<file path="src/design/srs_pkg.sv">
// ----------------------------------------------------------------------------
// Servo refresh scheduler package
// Shared constants, operation codes and the timer step result type.
// ----------------------------------------------------------------------------
`default_nettype none

package srs_pkg;

  // Default configuration of the scheduler.
  localparam int CHANNELS_DEF          = 20;
  localparam int RELEASE_TICKS_DEF     = 100;

  // Field widths fixed by the item format.
  localparam int OP_W       = 2;
  localparam int CHAN_W     = 5;
  localparam int POS_W      = 8;
  localparam int DUR_W      = 16;
  localparam int S_DATA_W   = 32;
  localparam int M_DATA_W   = 16;

  // A timer at this value is stopped.
  localparam logic [DUR_W-1:0] TIMER_STOPPED = 16'hFFFF;

  typedef enum logic [OP_W-1:0] {
    OP_TICK         = 2'd0,
    OP_SET_POSITION = 2'd1,
    OP_SET_DURATION = 2'd2,
    OP_UNUSED       = 2'd3
  } srs_op_t;

  // Result of advancing one channel's release timer by one tick.
  typedef struct packed {
    logic [DUR_W-1:0] timer_next;
    logic             release_now;
  } srs_step_t;

endpackage

`default_nettype wire

</file>
<file path="src/design/srs_timer_unit.sv">
// ----------------------------------------------------------------------------
// Servo refresh scheduler timer unit
// Shared incrementer and compare that advances one release timer per cycle.
// ----------------------------------------------------------------------------
`default_nettype none

module srs_timer_unit (
  input  wire logic [srs_pkg::DUR_W-1:0] timer,
  input  wire logic [srs_pkg::DUR_W-1:0] duration,
  output srs_pkg::srs_step_t             step
);

  logic                      running;
  logic [srs_pkg::DUR_W-1:0] incremented;

  always_comb begin
    running     = (timer != srs_pkg::TIMER_STOPPED);
    incremented = timer + srs_pkg::DUR_W'(1);
    step.release_now = running && (incremented > duration);
    if (step.release_now) begin
      step.timer_next = srs_pkg::TIMER_STOPPED;
    end else if (running) begin
      step.timer_next = incremented;
    end else begin
      step.timer_next = timer;
    end
  end

endmodule

`default_nettype wire

</file>
<file path="src/design/servo_refresh_scheduler.sv">
// ----------------------------------------------------------------------------
// Servo refresh scheduler
// Per-channel release timers with a round-robin refresh of pending channels.
// ----------------------------------------------------------------------------
//
//  Channel   Direction  Handshake            Payload
//  s_*       in         s_tvalid / s_tready  tuser: operation
//                                            tdata: channel, new_position,
//                                                   new_duration
//  m_*       out        m_tvalid / m_tready  tdata: register_number,
//                                                   position_value
//
// A set-position or set-duration transaction updates the addressed channel
// at once if it is in range; it never produces a result.
// After a tick transaction is taken, s_tready stays low while one shared
// timer unit walks the channels one per cycle, starting just after the last
// served channel, advancing each timer and picking the first pending channel
// on the way. The emit step then loads the result register if a channel was
// picked; if that register still holds an untaken result, the block waits
// there until the downstream side takes it. s_tready is high only while the
// sequencer is idle.
// Reset (rst, synchronous, active high) stops every timer, loads the default
// release duration, zeroes positions and marks every channel pending.
// ----------------------------------------------------------------------------
`default_nettype none

module servo_refresh_scheduler #(
  parameter int CHANNELS              = srs_pkg::CHANNELS_DEF,
  parameter int DEFAULT_RELEASE_TICKS = srs_pkg::RELEASE_TICKS_DEF
) (
  input  wire logic                         clk,
  input  wire logic                         rst,

  input  wire logic                         s_tvalid,
  output      logic                         s_tready,
  // [1:0] operation
  input  wire logic [srs_pkg::OP_W-1:0]     s_tuser,
  // [4:0] channel, [12:5] new_position, [28:13] new_duration, [31:29] zero
  input  wire logic [srs_pkg::S_DATA_W-1:0] s_tdata,

  output      logic                         m_tvalid,
  input  wire logic                         m_tready,
  // [4:0] register_number, [12:5] position_value, [15:13] zero
  output      logic [srs_pkg::M_DATA_W-1:0] m_tdata
);

  localparam int IDX_W = (CHANNELS > 1) ? $clog2(CHANNELS) : 1;
  localparam int CNT_W = IDX_W + 1;
  localparam logic [IDX_W-1:0] LAST_IDX = IDX_W'(CHANNELS - 1);

  typedef enum logic [1:0] {
    IDLE_S,
    WALK_S,
    EMIT_S
  } state_t;

  state_t state;

  // Per-channel state, one entry per channel, walked by the sequencer.
  logic [srs_pkg::DUR_W-1:0] timers    [CHANNELS];
  logic [srs_pkg::DUR_W-1:0] durations [CHANNELS];
  logic [srs_pkg::POS_W-1:0] positions [CHANNELS];
  logic [CHANNELS-1:0]       pending;
  logic [IDX_W-1:0]          last_served;

  // Walk control and the channel picked during the walk.
  logic [IDX_W-1:0]          idx;
  logic [CNT_W-1:0]          step_cnt;
  logic                      found;
  logic [IDX_W-1:0]          found_idx;
  logic [srs_pkg::POS_W-1:0] found_pos;

  // Unpacked input fields.
  srs_pkg::srs_op_t            operation;
  logic [srs_pkg::CHAN_W-1:0]  channel;
  logic [srs_pkg::POS_W-1:0]   new_position;
  logic [srs_pkg::DUR_W-1:0]   new_duration;
  logic                        chan_ok;
  logic [IDX_W-1:0]            chan_idx;
  logic                        accept;

  srs_pkg::srs_step_t          step;
  logic                        pend_now;
  logic [srs_pkg::POS_W-1:0]   pos_now;
  logic [IDX_W-1:0]            idx_next;
  logic [IDX_W-1:0]            start_idx;

  assign operation    = srs_pkg::srs_op_t'(s_tuser);
  assign channel      = s_tdata[4:0];
  assign new_position = s_tdata[12:5];
  assign new_duration = s_tdata[28:13];
  assign chan_ok      = ({1'b0, channel} < 6'(CHANNELS));
  assign chan_idx     = channel[IDX_W-1:0];

  assign s_tready = (state == IDLE_S);
  assign accept   = s_tvalid && s_tready;

  // The single timer unit serves whichever channel the walk is on.
  srs_timer_unit u_timer (
    .timer    (timers[idx]),
    .duration (durations[idx]),
    .step     (step)
  );

  // A released channel becomes pending and its position drops to zero.
  assign pend_now  = pending[idx] || step.release_now;
  assign pos_now   = step.release_now ? '0 : positions[idx];
  assign idx_next  = (idx == LAST_IDX) ? '0 : idx + IDX_W'(1);
  assign start_idx = (last_served == LAST_IDX) ? '0 : last_served + IDX_W'(1);

  always_ff @(posedge clk) begin
    if (rst) begin
      state       <= IDLE_S;
      m_tvalid    <= 1'b0;
      pending     <= '1;
      last_served <= '0;
      found       <= 1'b0;
      idx         <= '0;
      step_cnt    <= '0;
      for (int c = 0; c < CHANNELS; c++) begin
        timers[c]    <= srs_pkg::TIMER_STOPPED;
        durations[c] <= srs_pkg::DUR_W'(DEFAULT_RELEASE_TICKS);
        positions[c] <= '0;
      end
    end else begin
      // The emit step reloads the result register itself when it fires.
      if (m_tvalid && m_tready && !(state == EMIT_S && found)) begin
        m_tvalid <= 1'b0;
      end
      case (state)
        IDLE_S: begin
          if (accept) begin
            case (operation)
              srs_pkg::OP_TICK: begin
                state    <= WALK_S;
                idx      <= start_idx;
                step_cnt <= '0;
                found    <= 1'b0;
              end
              srs_pkg::OP_SET_POSITION: begin
                if (chan_ok) begin
                  positions[chan_idx] <= new_position;
                  pending[chan_idx]   <= 1'b1;
                  timers[chan_idx]    <= '0;
                end
              end
              srs_pkg::OP_SET_DURATION: begin
                if (chan_ok) begin
                  durations[chan_idx] <= new_duration;
                end
              end
              default: begin
              end
            endcase
          end
        end
        WALK_S: begin
          timers[idx]    <= step.timer_next;
          positions[idx] <= pos_now;
          if (!found && pend_now) begin
            found        <= 1'b1;
            found_idx    <= idx;
            found_pos    <= pos_now;
            pending[idx] <= 1'b0;
          end else begin
            pending[idx] <= pend_now;
          end
          if (step_cnt == CNT_W'(CHANNELS - 1)) begin
            state <= EMIT_S;
          end else begin
            idx      <= idx_next;
            step_cnt <= step_cnt + CNT_W'(1);
          end
        end
        EMIT_S: begin
          if (!found) begin
            state <= IDLE_S;
          end else if (!m_tvalid || m_tready) begin
            m_tvalid    <= 1'b1;
            m_tdata     <= {3'b000, found_pos, srs_pkg::CHAN_W'(found_idx) + 5'd1};
            last_served <= found_idx;
            state       <= IDLE_S;
          end
        end
        default: begin
          state <= IDLE_S;
        end
      endcase
    end
  end

  // The walk visits every channel exactly once per tick.
  a_walk_bounded: assert property (@(posedge clk) disable iff (rst)
    (state == WALK_S) |-> (step_cnt <= CNT_W'(CHANNELS - 1)))
    else $error("walk ran past the channel count");

  // The served channel has its pending flag cleared before the result goes out.
  a_found_cleared: assert property (@(posedge clk) disable iff (rst)
    (state == EMIT_S && found) |-> !pending[found_idx])
    else $error("served channel still pending");

  // A new result only appears at the end of a tick walk.
  a_result_source: assert property (@(posedge clk) disable iff (rst)
    $rose(m_tvalid) |-> ($past(state) == EMIT_S))
    else $error("result raised outside the emit step");

  // The round-robin pointer always names an existing channel.
  a_last_in_range: assert property (@(posedge clk) disable iff (rst)
    (last_served <= LAST_IDX))
    else $error("last served channel out of range");

endmodule

`default_nettype wire

</file>
<file path="config.mk">
export PLATFORM = sky130hd
export DESIGN_NAME = servo_refresh_scheduler
export DESIGN_NICKNAME = d
export VERILOG_FILES = /design/src/design/srs_pkg.sv /design/src/design/srs_timer_unit.sv /design/src/design/servo_refresh_scheduler.sv
export SDC_FILE = /design/constraint.sdc
export NUM_CORES = 2
export LEC_CHECK = 0
export ABC_AREA = 1
export BUFFER_PORTS_ARGS = -buffer_cell sky130_fd_sc_hd__buf_2
export CAP_MARGIN = 10
export CORE_MARGIN = 1
export CORE_UTILIZATION = 46
export CTS_CLUSTER_SIZE = 24
export DETAILED_ROUTE_END_ITERATION = 16
export PLACE_DENSITY = 0.7
export SYNTH_ARGS = -nofsm -noshare
export SYNTH_HDL_FRONTEND = slang
export SYNTH_SLANG_ARGS = --single-unit
</file>
<file path="constraint.sdc">
create_clock -name clk -period 7.4 [get_ports clk]
set_input_delay 0 -clock clk [delete_from_list [all_inputs] [get_ports clk]]
set_output_delay 0 -clock clk [all_outputs]
set_load 0.02 [all_outputs]
</file>
# Yosys cells after proc, flatten, opt, wreduce, memory -nomap -nowiden
# Memory sizes are Yosys's and may differ from the RTL's. A register that Yosys moved wholly into a read port is not among the register bits.
# Cells that the tools add are included.
# totals
reg_bits	66
ramBits	800
inputBits	38
output_inout_bits	18
wordCells	148
mem_count	3
# mem_list
memory	words	word_bits	read_ports	rd_clocked_by_memory_dff	write_ports	line_no	text
durations	20	16	1	1	20	servo_refresh_scheduler.sv:61	logic [srs_pkg::DUR_W-1:0] durations [CHANNELS];
timers	20	16	1	1	20	servo_refresh_scheduler.sv:60	logic [srs_pkg::DUR_W-1:0] timers [CHANNELS];
positions	20	8	1	1	20	servo_refresh_scheduler.sv:62	logic [srs_pkg::POS_W-1:0] positions [CHANNELS];
# classes
addsub	5
order_cmp	6
eq_ne	16
muxes	76
n_bitwise	4
reduce_logical	28
# op_table
operator	n
$mux W16	5
$mux W20	4
$mux W5	16
$reduce_or A16 Y1	3
$pmux W20 S2	1
$mux W1	31
$mux W8	3
$and A20 B20 Y20	1
$bwmux W20	1
$not A20 Y20	1
$or A20 B20 Y20	1
$reduce_and A4 Y1	5
$mux W6	3
$add A16 B1 Y16 const B	1
$gt A16 B16 Y1	1
$ne A16 B16 Y1 const B	1
$reduce_or A8 Y1	2
$add A5 B1 Y5 const B	3
$lt A5 B6 Y1 const B	2
$pmux W6 S2	1
$demux W1 S5	2
$eq A5 B5 Y1 const B	2
$ge A5 B1 Y1 const B	2
$mux W2	5
other kinds (19)	38

# Depth between registers and ports, before layout
# logic_depth
depth_word	10
mapped_depth	35
mapped_depth_nobuf	31

# Modules after synthesis
# A second synthesis with hierarchy kept.
# unflattened
hier_cells	5581
area_unflattened_um2	59354.4
# by_module_without_submodules
mod	instances	cells_per_inst	area_per_inst_um2	seq_area_each_um2
servo_refresh_scheduler	1	5404	58335.9	40118.5
srs_timer_unit	1	177	1018.5	0.0

# Worst setup path before layout
# OpenSTA, ideal clock, no wires.
# synth_timing
path_type	register -> register
startpoint	register with a tool-made name
endpoint	register found_idx[0], enable pin
setup_time_ns	0.382
t_arrival_ns	4.315
t_required_ns	7.018
path_slack_ns	2.703
path_stages_with_launch	25
n_path_buf	9
period_less_slack_ns	4.697
path_cell_list	dfxtp_1 > buf_6 > inv_6 > buf_6 > buf_4 > buf_2 > buf_2 > buf_2 > buf_2 > clkbuf_1 > nor2_1 > o221ai_1 > nand3_1 > a32o_1 > ha_1 > nand2_1 > o21a_1 > o221ai_1 > nand3_1 > a21oi_1 > nand2_4 > nand2_1 > nand2_1 > buf_2 > nor2_1
# synth_lines
element	line_no	text
end signal: assignment	servo_refresh_scheduler.sv:162	found_idx <= idx;
end: declaration	servo_refresh_scheduler.sv:70	logic [IDX_W-1:0] found_idx;

==> out/qor.txt <==
crit path kind - reg2reg
Post-CTS Resized - 0
Synth Register Bits - 1351
commonest non-fill, non-tap cell in the layout - nand2_1
Synth cell types - 50
highest cell delay on the worst timing path - 860 ps
Layout Skew - 27.5 ps
post-synthesis sequential area ratio - 67.2%
vias in the first global route - 40914
htree depth - 4
crit share post-route - 90.5%
worst hold stages - 7
Worst path depth - 27
TritonCTS Buffers - 139
Root Driver - clkbuf_16
Total Routing Usage GR - 23.9%
FF-to-FF setup slack - 700 ps
Fin Setup TNS - 0 ps
Crit Path Max Fanout - 164
layout cells sized above 1 - 7.33%
cells after synthesis - 5656
RR Endpoint - timers[12][10]$_SDFFCE_PN1P_
# IOs - 56
CTS tree - built
unrepaired setup endpoints after global routing - false
Crit path top cell by count - nand2_1
P_leak - 23.5 nW
clk slew on worst S/H paths - 60 ps
vias per cell - 5.70
worst path arrival time - 7310 ps
Die W - 362 um
initial antenna violation count - 3
Critical Path RT - 8010 ps
CP top delay family - simple AND/OR/NAND/NOR gates
drc violations - 0
min-delay worst type - in2reg
Detail Placement HPWL - 92000 um
status - finished, final reports clean
Post-synth ARST share - 0%
CTS Sinks - 1351
Max VDD drop - 0.306 mV
via count - 43272
Crit path buffers/inverters - 6
EDFF count, synth - 1306
final setup vio count - 0
Critical Path End Type - flop
worst slew pin tran - 1220 ps
P per Cell Area - 322 nW/um2
area share of the leading cell type in the synthesized netlist - 65.7%
Final Hold Vio Count - 0
# nets final - 5823
post-route insts no fill - 7595
die area - 131000 um2
Critical Path Sink - timers[12][10]$_SDFFCE_PN1P_
Congestion Overflow GR - 0
final WL - 159000 um
synthesized area - 59700 um2
Ys Warns - 0
Slowest-stage cell, CP - a21oi_1
total core area - 128000 um2
Yosys top cell by area - edfxtp_1
most frequent cells in the layout - nand2_1 (1395), edfxtp_1 (1306), nor2_1 (853)
buffers added on ports - 49
ranking of synthesized cells by area - edfxtp_1 (66%), nand2_1 (8.8%), nor2_1 (5.5%)
initial drt markers - 5044
ys flop type - edfxtp_1
Skew-Pair Late Insertion Delay - 780 ps
Reg2Reg Depth - 27
Die Y - 362 um
Initial Utilization - 46.6%
fillcell total - 11180
Max Slew Vio Count - 0
Max-Cap Viols - 0
drt wl/cell - 20.9 um
Final Util - 52.0%
first-pass GRT wire length - 239000 um
largest net degree at the start of global routing - 182
Slew headroom - 18.5%
FMAX - 0.149 GHz
Area Growth Syn to Fin - 11.5%
dpl cells - 7313
Pre-Repair DR Iteration Count - 6
Tmin final - 6700 ps
CP startpoint kind - flop
cell row count - 131
Synth Area per Inst - 10.6 um2
Max clock buf depth - 3
DRT antenna net count - 0
Routability Congestion - 0.904
## registers in the layout, summed over array words and instances, names as in the netlist, named ones only
name and flops:
durations 512, found 1, found_idx 5, found_pos 8, idx 5, last_served 5
m_tdata 13, m_tvalid 1, pending 20, positions 256, state 2, step_cnt 6
timers 512
## timing repair
item / 4_1_cts / 5_1_grt
hold buffers: 35 / 0
buffers inserted: 0 / 0
endpoints found under the hold margin: 459 / 0
## worst reg2reg max path: stages (launching register included)
cell	delay (ps)
dfxtp_4	460
clkinv_16	310
buf_4	730
nand2_1	110
nand3_1	90
nand3_1	90
nand2_1	90
nand2_1	90
nand2_1	170
nand2_1	60
nand2_1	260
nand3_1	260
inv_1	110
nand3_1	70
nor2_1	210
xor2_1	360
inv_1	100
ha_1	280
nand2_1	60
o21ai_0	170
a21oi_1	90
a21oi_1	240
nand2_4	200
nand2_1	140
inv_1	130
a21oi_1	860
inv_1	620
nand2_1	200
## worst min path at each step
stage | start | end | slack (ps)
6_report | s_tdata[1] | pending[7]$_SDFFE_PP1P_ | 60
3_5_place_dp | rst | m_tvalid$_SDFF_PP0_ | 330
4_1_cts | s_tdata[1] | pending[7]$_SDFFE_PP1P_ | 3
3_3_place_gp | s_tdata[28] | durations[20][15]$_DFFE_PP_ | 330
5_1_grt | s_tdata[1] | pending[15]$_SDFFE_PP1P_ | 90
2_1_floorplan | rst | m_tvalid$_SDFF_PP0_ | 70
## through the flow
step / power [mW] / setup WS (ps) / hold WS [ps] / area, um2
2_1_floorplan: 13.0 / 2700 / 69.1 / 60400
3_3_place_gp: 14.5 / 1020 / 332 / 61800
3_5_place_dp: 14.6 / 892 / 328 / 61800
4_1_cts: 21.4 / 874 / 3.22 / 66600
5_1_grt: 22.3 / 199 / 93.2 / 66600
6_report: 21.4 / 700 / 59.9 / 66600
## Yosys cell counts, types with 23 or more instances
master / count
o21ai_0: 382
buf_6: 27
inv_1: 131
inv_2: 23
clkbuf_1: 220
buf_2: 111
o221ai_1: 109
nand3_1: 536
ha_1: 24
a21oi_1: 165
edfxtp_1: 1306
nand2_1: 1395
buf_4: 31
o22ai_1: 36
buf_1: 40
dfxtp_1: 45
nor2_1: 868
## cell families (layout without fill, tap and decap cells)
kind of cell / count (synthesis) / in the layout / share of synthesized area, %
compound gates: 820 / 820 / 8.26
xor+xnor: 17 / 17 / 0.249
fa+ha+maj: 24 / 24 / 0.503
simple gates: 2845 / 2845 / 19.2
buf+inv: 598 / 613 / 4.56
other cells: 1 / 196 / 0.00628
flops: 1351 / 1351 / 67.2
## layout make-up
class | instances | area, um2 | share of cell area [%]
multi-input cells | 3901 | 17600 | 26.5
well taps | 1729 | 2160 | 3.25
clock inverters | 75 | 664 | 0.998
inverters | 168 | 672 | 1.01
repair buffers | 200 | 1600 | 2.40
clock buffers | 170 | 3710 | 5.57
diodes | 1 | 2.50 | 0.00376
flip-flops and latches | 1351 | 40100 | 60.3
## layer usage
metal	GRT usage, %	up-vias	wire length (um)
li1	-	19746	-
met1	31.7	21005	61800
met2	38.8	2180	75900
met3	4.05	339	15600
met4	9.88	2	5540
met5	0	-	13
## where the power goes
part | internal (mW) | switching [mW]
Clock | 3.86 | 2.97
Sequential | 8.86 | 0.170
Combinational | 1.49 | 4.09
Note: power is estimated with default switching activity, not from simulation.
